[config.mk]
export PLATFORM = sky130hd
export DESIGN_NAME = box_overlap_ratio_unit
export DESIGN_NICKNAME = d
export VERILOG_FILES = /design/src/bor_pkg.sv /design/src/bor_geom.sv /design/src/bor_div_cell.sv /design/src/box_overlap_ratio_unit.sv
export SDC_FILE = /design/constraint.sdc
export NUM_CORES = 2
export LEC_CHECK = 0
export BUFFER_PORTS_ARGS = -buffer_cell sky130_fd_sc_hd__buf_4
export CAP_MARGIN = 30
export CORE_MARGIN = 3
export CORE_UTILIZATION = 55
export CTS_BUF_LIST = sky130_fd_sc_hd__clkbuf_2 sky130_fd_sc_hd__clkbuf_4 sky130_fd_sc_hd__clkbuf_8
export CTS_CLUSTER_DIAMETER = 100
export DETAILED_ROUTE_END_ITERATION = 12
export HOLD_SLACK_MARGIN = 0.15
export PLACE_DENSITY = 0.7
export SLEW_MARGIN = 20
export SYNTH_ARGS = -nofsm -noshare
export SYNTH_HDL_FRONTEND = slang
export SYNTH_HIERARCHICAL = 1
export SYNTH_SLANG_ARGS = --single-unit
[constraint.sdc]
create_clock -name clk -period 5.9 [get_ports clk]
set_clock_uncertainty 0.15 [all_clocks]
set_input_delay 0.885 -clock clk [delete_from_list [all_inputs] [get_ports clk]]
set_output_delay 0.885 -clock clk [all_outputs]
set_load 0.02 [all_outputs]
[src/bor_pkg.sv]
`timescale 1ns / 1ps

package bor_pkg;

  localparam int COORD_W = 13;
  localparam int SIZE_W  = 12;
  localparam int FRAC_W  = 16;

  // corner plus size, one extra bit for sign headroom
  localparam int EDGE_W  = ((COORD_W > SIZE_W + 1) ? COORD_W : SIZE_W + 1) + 1;
  localparam int AREA_W  = 2 * SIZE_W;
  localparam int DEN_W   = AREA_W + 1;
  localparam int REM_W   = DEN_W + 1;
  localparam int QUO_W   = FRAC_W + 1;

  localparam logic [QUO_W-1:0] FRAC_ONE = QUO_W'(1) << FRAC_W;

  // configuration register map
  localparam int PADDR_W = 3;
  localparam logic [0:0] REG_OVERLAP_MODE = 1'b0;

  typedef enum logic {
    MODE_UNION = 1'b0,
    MODE_MIN   = 1'b1
  } bor_mode_t;

  // beat carried down the divider chain
  typedef struct packed {
    logic [DEN_W-1:0]  den;
    logic [REM_W-1:0]  rem;
    logic [QUO_W-1:0]  quo;
    logic [AREA_W-1:0] inter;
    logic              zero;
  } bor_div_t;

endpackage

[src/bor_geom.sv]
`timescale 1ns / 1ps

module bor_geom (
  input  logic                              clk,
  input  logic                              rst_n,
  input  logic                              adv,
  input  logic                              vld_i,
  input  bor_pkg::bor_mode_t                mode,
  input  logic signed [bor_pkg::COORD_W-1:0] a_left,
  input  logic signed [bor_pkg::COORD_W-1:0] a_top,
  input  logic        [bor_pkg::SIZE_W-1:0]  a_width,
  input  logic        [bor_pkg::SIZE_W-1:0]  a_height,
  input  logic signed [bor_pkg::COORD_W-1:0] b_left,
  input  logic signed [bor_pkg::COORD_W-1:0] b_top,
  input  logic        [bor_pkg::SIZE_W-1:0]  b_width,
  input  logic        [bor_pkg::SIZE_W-1:0]  b_height,
  output logic                              vld_o,
  output bor_pkg::bor_div_t                 beat_o
);

  localparam int EW = bor_pkg::EDGE_W;
  localparam int SW = bor_pkg::SIZE_W;
  localparam int AW = bor_pkg::AREA_W;
  localparam int DW = bor_pkg::DEN_W;

  logic [2:0] vld_r;
  logic       vld4_r;

  // stage 1: overlap bounds per axis
  logic signed [EW-1:0] a_l, a_r, b_l, b_r, a_t, a_b, b_t, b_b;
  logic signed [EW-1:0] lo_x_nxt, hi_x_nxt, lo_y_nxt, hi_y_nxt;
  logic signed [EW-1:0] lo_x_r, hi_x_r, lo_y_r, hi_y_r;
  logic [SW-1:0] aw1_r, ah1_r, bw1_r, bh1_r;

  // stage 2: clamped extents
  logic signed [EW:0] dx, dy;
  logic [SW-1:0] iw_nxt, ih_nxt, iw_r, ih_r;
  logic [SW-1:0] aw2_r, ah2_r, bw2_r, bh2_r;

  // stage 3: areas
  logic [AW-1:0] inter_r, area_a_r, area_b_r;

  // stage 4: denominator
  logic [DW-1:0] den_nxt;
  bor_pkg::bor_div_t beat_r;

  always_comb begin
    a_l = EW'(a_left);
    a_r = EW'(a_left) + EW'($signed({1'b0, a_width}));
    b_l = EW'(b_left);
    b_r = EW'(b_left) + EW'($signed({1'b0, b_width}));
    a_t = EW'(a_top);
    a_b = EW'(a_top) + EW'($signed({1'b0, a_height}));
    b_t = EW'(b_top);
    b_b = EW'(b_top) + EW'($signed({1'b0, b_height}));
    lo_x_nxt = (a_l > b_l) ? a_l : b_l;
    hi_x_nxt = (a_r < b_r) ? a_r : b_r;
    lo_y_nxt = (a_t > b_t) ? a_t : b_t;
    hi_y_nxt = (a_b < b_b) ? a_b : b_b;
  end

  always_comb begin
    dx = (EW+1)'(hi_x_r) - (EW+1)'(lo_x_r);
    dy = (EW+1)'(hi_y_r) - (EW+1)'(lo_y_r);
    // overlap never exceeds the narrower box, so it fits the size width
    iw_nxt = (dx > 0) ? dx[SW-1:0] : '0;
    ih_nxt = (dy > 0) ? dy[SW-1:0] : '0;
  end

  always_comb begin
    unique case (mode)
      bor_pkg::MODE_MIN:
        den_nxt = (area_a_r < area_b_r) ? DW'(area_a_r) : DW'(area_b_r);
      default:
        den_nxt = DW'(area_a_r) + DW'(area_b_r) - DW'(inter_r);
    endcase
  end

  always_ff @(posedge clk) begin
    if (!rst_n) begin
      vld_r  <= '0;
      vld4_r <= 1'b0;
    end else if (adv) begin
      vld_r  <= {vld_r[1:0], vld_i};
      vld4_r <= vld_r[2];
    end
  end

  always_ff @(posedge clk) begin
    if (adv) begin
      lo_x_r   <= lo_x_nxt;
      hi_x_r   <= hi_x_nxt;
      lo_y_r   <= lo_y_nxt;
      hi_y_r   <= hi_y_nxt;
      aw1_r    <= a_width;
      ah1_r    <= a_height;
      bw1_r    <= b_width;
      bh1_r    <= b_height;

      iw_r     <= iw_nxt;
      ih_r     <= ih_nxt;
      aw2_r    <= aw1_r;
      ah2_r    <= ah1_r;
      bw2_r    <= bw1_r;
      bh2_r    <= bh1_r;

      inter_r  <= AW'(iw_r) * AW'(ih_r);
      area_a_r <= AW'(aw2_r) * AW'(ah2_r);
      area_b_r <= AW'(bw2_r) * AW'(bh2_r);

      beat_r.den   <= den_nxt;
      beat_r.rem   <= bor_pkg::REM_W'(inter_r);
      beat_r.quo   <= '0;
      beat_r.inter <= inter_r;
      beat_r.zero  <= (den_nxt == '0);
    end
  end

  assign vld_o  = vld4_r;
  assign beat_o = beat_r;

endmodule

[src/bor_div_cell.sv]
`timescale 1ns / 1ps

module bor_div_cell (
  input  logic              clk,
  input  logic              rst_n,
  input  logic              adv,
  input  logic              vld_i,
  input  bor_pkg::bor_div_t beat_i,
  output logic              vld_o,
  output bor_pkg::bor_div_t beat_o
);

  localparam int RW = bor_pkg::REM_W;
  localparam int QW = bor_pkg::QUO_W;

  logic          q;
  logic [RW-1:0] diff, rem_kept;
  logic          vld_r;
  bor_pkg::bor_div_t beat_r;

  // restoring step: one quotient bit, remainder doubled for the next cell
  always_comb begin
    q        = (beat_i.rem >= RW'(beat_i.den));
    diff     = beat_i.rem - RW'(beat_i.den);
    rem_kept = q ? diff : beat_i.rem;
  end

  always_ff @(posedge clk) begin
    if (!rst_n) begin
      vld_r <= 1'b0;
    end else if (adv) begin
      vld_r <= vld_i;
    end
  end

  always_ff @(posedge clk) begin
    if (adv) begin
      beat_r.den   <= beat_i.den;
      beat_r.rem   <= {rem_kept[RW-2:0], 1'b0};
      beat_r.quo   <= {beat_i.quo[QW-2:0], q};
      beat_r.inter <= beat_i.inter;
      beat_r.zero  <= beat_i.zero;
    end
  end

  assign vld_o  = vld_r;
  assign beat_o = beat_r;

endmodule

[src/box_overlap_ratio_unit.sv]
`timescale 1ns / 1ps

// Box overlap ratio (IoU) of two axis-aligned boxes, one pair per beat.
// Boxes use the exclusive convention: [left, left+width) x [top, top+height),
// area = width*height. The result is intersection * 2^16 / denominator,
// rounded down, where the denominator is the union area (overlap_mode 0) or
// the smaller box area (overlap_mode 1). A zero denominator sets
// zero_denominator and forces the fraction to 0. Throughput is one box pair
// per clock while in_stall is low; an input beat passes through four
// geometry stages (bounds, extents, area multiplies, denominator), a chain of
// 17 divider cells that each retire one quotient bit, and the output
// register. A skid register behind the output lets a result wait while the
// next beat is still taken; in_stall rises only once both are full.
// Write overlap_mode at byte address 0 over the APB port while idle.

module box_overlap_ratio_unit (
  input  logic                               clk,
  input  logic                               rst_n,

  input  logic                               psel,
  input  logic                               penable,
  input  logic                               pwrite,
  input  logic [bor_pkg::PADDR_W-1:0]        paddr,
  input  logic [31:0]                        pwdata,
  output logic [31:0]                        prdata,
  output logic                               pready,

  input  logic                               in_valid,
  output logic                               in_stall,
  input  logic signed [bor_pkg::COORD_W-1:0] in_a_left,
  input  logic signed [bor_pkg::COORD_W-1:0] in_a_top,
  input  logic        [bor_pkg::SIZE_W-1:0]  in_a_width,
  input  logic        [bor_pkg::SIZE_W-1:0]  in_a_height,
  input  logic signed [bor_pkg::COORD_W-1:0] in_b_left,
  input  logic signed [bor_pkg::COORD_W-1:0] in_b_top,
  input  logic        [bor_pkg::SIZE_W-1:0]  in_b_width,
  input  logic        [bor_pkg::SIZE_W-1:0]  in_b_height,

  output logic                               out_valid,
  input  logic                               out_stall,
  output logic [bor_pkg::QUO_W-1:0]          out_overlap_fraction,
  output logic [bor_pkg::AREA_W-1:0]         out_intersection_area,
  output logic                               out_zero_denominator
);

  localparam int NCELL = bor_pkg::QUO_W;

  bor_pkg::bor_mode_t mode_r;

  // pipeline advances while the skid register is free
  logic adv;

  logic              vld_chain  [NCELL+1];
  bor_pkg::bor_div_t beat_chain [NCELL+1];

  logic                       out_vld_r, skid_vld_r;
  logic [bor_pkg::QUO_W-1:0]  tail_frac;
  logic [bor_pkg::QUO_W-1:0]  out_frac_r, skid_frac_r;
  logic [bor_pkg::AREA_W-1:0] out_inter_r, skid_inter_r;
  logic                       out_zero_r, skid_zero_r;
  logic                       tail_vld, out_free;

  // ---- configuration port ----
  always_ff @(posedge clk) begin
    if (!rst_n) begin
      mode_r <= bor_pkg::MODE_UNION;
    end else if (psel && penable && pwrite && pready &&
                 (paddr[2] == bor_pkg::REG_OVERLAP_MODE)) begin
      mode_r <= bor_pkg::bor_mode_t'(pwdata[0]);
    end
  end

  assign pready = 1'b1;
  assign prdata = (paddr[2] == bor_pkg::REG_OVERLAP_MODE) ? {31'd0, mode_r} : 32'd0;

  // ---- geometry front end ----
  assign adv      = !skid_vld_r;
  assign in_stall = skid_vld_r;

  bor_geom u_geom (
    .clk      (clk),
    .rst_n    (rst_n),
    .adv      (adv),
    .vld_i    (in_valid),
    .mode     (mode_r),
    .a_left   (in_a_left),
    .a_top    (in_a_top),
    .a_width  (in_a_width),
    .a_height (in_a_height),
    .b_left   (in_b_left),
    .b_top    (in_b_top),
    .b_width  (in_b_width),
    .b_height (in_b_height),
    .vld_o    (vld_chain[0]),
    .beat_o   (beat_chain[0])
  );

  // ---- divider chain: one quotient bit per cell, MSB first ----
  for (genvar i = 0; i < NCELL; i++) begin : g_cell
    bor_div_cell u_cell (
      .clk    (clk),
      .rst_n  (rst_n),
      .adv    (adv),
      .vld_i  (vld_chain[i]),
      .beat_i (beat_chain[i]),
      .vld_o  (vld_chain[i+1]),
      .beat_o (beat_chain[i+1])
    );
  end

  assign tail_vld  = vld_chain[NCELL] && adv;
  // zero denominator leaves an all-ones quotient; mask it
  assign tail_frac = beat_chain[NCELL].zero ? '0 : beat_chain[NCELL].quo;
  assign out_free  = !out_vld_r || !out_stall;

  // ---- output register plus skid ----
  always_ff @(posedge clk) begin
    if (!rst_n) begin
      out_vld_r  <= 1'b0;
      skid_vld_r <= 1'b0;
    end else if (out_free) begin
      out_vld_r  <= skid_vld_r || tail_vld;
      skid_vld_r <= 1'b0;
    end else if (tail_vld) begin
      skid_vld_r <= 1'b1;
    end
  end

  always_ff @(posedge clk) begin
    if (out_free) begin
      if (skid_vld_r) begin
        out_frac_r  <= skid_frac_r;
        out_inter_r <= skid_inter_r;
        out_zero_r  <= skid_zero_r;
      end else begin
        out_frac_r  <= tail_frac;
        out_inter_r <= beat_chain[NCELL].inter;
        out_zero_r  <= beat_chain[NCELL].zero;
      end
    end else if (tail_vld) begin
      skid_frac_r  <= tail_frac;
      skid_inter_r <= beat_chain[NCELL].inter;
      skid_zero_r  <= beat_chain[NCELL].zero;
    end
  end

  assign out_valid             = out_vld_r;
  assign out_overlap_fraction  = out_frac_r;
  assign out_intersection_area = out_inter_r;
  assign out_zero_denominator  = out_zero_r;

  // ---- checks ----
  a_skid_needs_out: assert property (@(posedge clk) disable iff (!rst_n)
    skid_vld_r |-> out_vld_r)
    else $error("skid holds a beat while the output register is empty");

  a_skid_on_stall: assert property (@(posedge clk) disable iff (!rst_n)
    $rose(skid_vld_r) |-> $past(out_vld_r && out_stall))
    else $error("skid filled without a stalled output");

  a_zero_frac: assert property (@(posedge clk) disable iff (!rst_n)
    (out_vld_r && out_zero_r) |-> (out_frac_r == '0))
    else $error("zero denominator with nonzero fraction");

  a_frac_range: assert property (@(posedge clk) disable iff (!rst_n)
    out_vld_r |-> (out_frac_r <= bor_pkg::FRAC_ONE))
    else $error("overlap fraction above one");

endmodule
==> results.md <==
* Area Overhead vs Synth at 10.3%
* Reg2reg setup slack at 0.11 ns
* Vias/cell at approximately 5.6
* CTS max path bufs at 4
* Final Hold Fails at 0
* TritonCTS clock tree: yes
* F_max at approximately 170 MHz
* # setup viols final at 0
* Initial Util at 55.6%
* Worst Setup Start Kind: flip-flop
* Setup crit end kind: flip-flop
* CTS root buf: clkbuf_8
* Buffers on Ports at ~150
* Worst path arrival time at roughly 6.3 ns
* Syn Area/Cell at 12.3 sq um
* Slew margin rel. at 26.9%
* Max-slew violations at 0
* Placed cells at 11.3k
* Starting DRT DRC Count at between 4k and 5k
* Slew @ Worst Pin at about 1.1 ns
* Nets at between 10k and 15k
* Setup TNS at 0 ns
* Remaining Overflow, GRT at 0
* Largest net degree at the start of global routing at between 200 and 300
* GRT Util Overall at 23.0%
* Core Region at approximately 0.19 sq mm
* Hold crit path type: flip-flop to flip-flop
* Cell Area, Synth at 0.108 sq mm
* Fin cells at roughly 12k
* Layout cells sized above 1 at around 15%
* Multi-input gate area at 0.0483 sq mm
* Total placed instance area at between 0.1 and 0.15 sq mm
* Detailed placement HPWL at around 170 mm
* CTS Buf Count at a little over 300
* CP cell instances: buf_4, nand2_1, fa_1, fa_1, inv_1, fa_1, fa_1, inv_1, fa_1, inv_1, ha_2, or3_4, a311oi_2, o31ai_2, nor4_2, nor3_2, a41o_1, o41ai_2, xnor2_1
* Required @ worst endpoint at approximately 6.4 ns
* Max-cap violation count at 0
* Tmin final at approximately 5.8 ns
* Row cnt at 161
* Final period utilization at a little over nine tenths
* Die height at around 450 um
* Post-synthesis cell count at roughly 8.8k
* Vias in the first global route at 66.8k
* Seq. cell area at between 0.05 and 0.06 sq mm
* TritonCTS sink count at roughly 1.8k
* Vias at 66.8k
* Fill cells at around 15k
* Fin area at approximately 0.12 sq mm
* Synth warnings at 6
* GPL Wtd Cong at approximately 0.91
* Remaining antenna violation count at 0
* IO Count at ~220
* Wire length per cell at ~19 um
* Overall die area at approximately 0.20 sq mm
* Clk_lat worst skew at a little under 1 ns
* Core Util, Final at approximately three fifths
* DRT Pass-1 Iters at 6
* Reg clk slew, reported paths at 0.06 ns
* Status: completed
* Drt drc at 0
* Crit Path Max Fanout at 4
* Kind of critical path: flip-flop to flip-flop
* Slowest-stage cell, CP: fa_1
* Initial antenna violation count at 6
* Most numerous cell on the critical path: fa_1
* Die extent in x at between 400 and 500 um
* CTS H-tree lvls at 5
* First-pass GRT wire length at ~370 mm
* RSZ-0062 raised after global routing: yes
* Final wirelength at ~230 mm
* Slowest stage delay, CP at 0.51 ns
final timing paths:
kind	startpoint	end	cells past startpoint
max reg2reg	u_geom/ah2_r[5]	u_geom/area_a_r[22]	19
min	g_cell[4].u_cell/beat_o[23]	g_cell[5].u_cell/beat_o[23]	0
min reg2reg	g_cell[4].u_cell/beat_o[23]	g_cell[5].u_cell/beat_o[23]	0
max	u_geom/ah2_r[5]	u_geom/area_a_r[22]	19
flip-flops by register name, indices dropped and copies added (netlist names), 13 cells and up:
register and count:
g_cell.u_cell/beat_o 1378, u_geom/beat_o 50, out_intersection_area 24, skid_inter_r 24, u_geom/area_a_r 24, u_geom/area_b_r 24, u_geom/inter_r 24, g_cell.u_cell/vld_o 17
out_overlap_fraction 17, skid_frac_r 17, u_geom/hi_x_r 14, u_geom/hi_y_r 14, u_geom/lo_x_r 13, u_geom/lo_y_r 13
worst max-delay path: cells and delay by family (launching register included):
kind | cells | cell delay (ns)
XOR/XNOR | 1 | 0.11
buffers and inverters | 4 | 0.34
AO/OA/AOI/OAI | 4 | 1.02
AND/OR/NAND/NOR | 4 | 0.82
adder cells (fa/ha/maj) | 6 | 2.62
flip-flops | 1 | 0.45
routing by layer:
| layer | routed length (um) | GRT usage, % | vias up |
|---|---|---|---|
| met2 | 108000 | 37.4 | 1836 |
| met3 | 11200 | 3.22 | 456 |
| li1 | - | - | 32000 |
| met1 | 103000 | 31.7 | 32500 |
| met4 | 8110 | 8.25 | 6 |
| met5 | 41 | 0 | - |
what timing repair did:
action                                  CTS  global route
pin swaps                                14            46
resized for setup                        17            45
endpoints found under the setup margin    3            11
setup buffers                             3            34
hold buffers                             93             0
hold endpoints to repair                 99             0
through the flow:
step                      hold slack (ns)  setup slack (ns)
final                               0.220             0.113
after global placement              0.250            -0.226
after detailed placement            0.255            -0.151
after global routing                0.225           -0.0918
after floorplan                     0.250             0.113
after CTS                           0.153           0.00500
layout by cell type, fill, tap and decap left out, types with 224 or more instances in the layout:
cell         n
inv_1     1146
a21o_1     224
mux2_4     282
fa_1       343
a21oi_1    447
nor2_1     306
clkbuf_8   323
nand2_1    533
and2_1     224
edfxtp_1  1758
buf_4      277
xnor2_1    290
o21ai_0    237
ha_1       781
layout make-up:
type	count	area share, %
well taps	2608	2.75
clock inverters	115	0.733
multi-input cells	5521	40.7
inverters	1155	3.68
flip-flops and latches	1782	44.9
clock buffers	406	4.27
repair buffers	401	2.91
diodes	3	0.00633
Power is not shown: default switching activity piles up to over one toggle a cycle in this logic, so the estimate is an artifact.
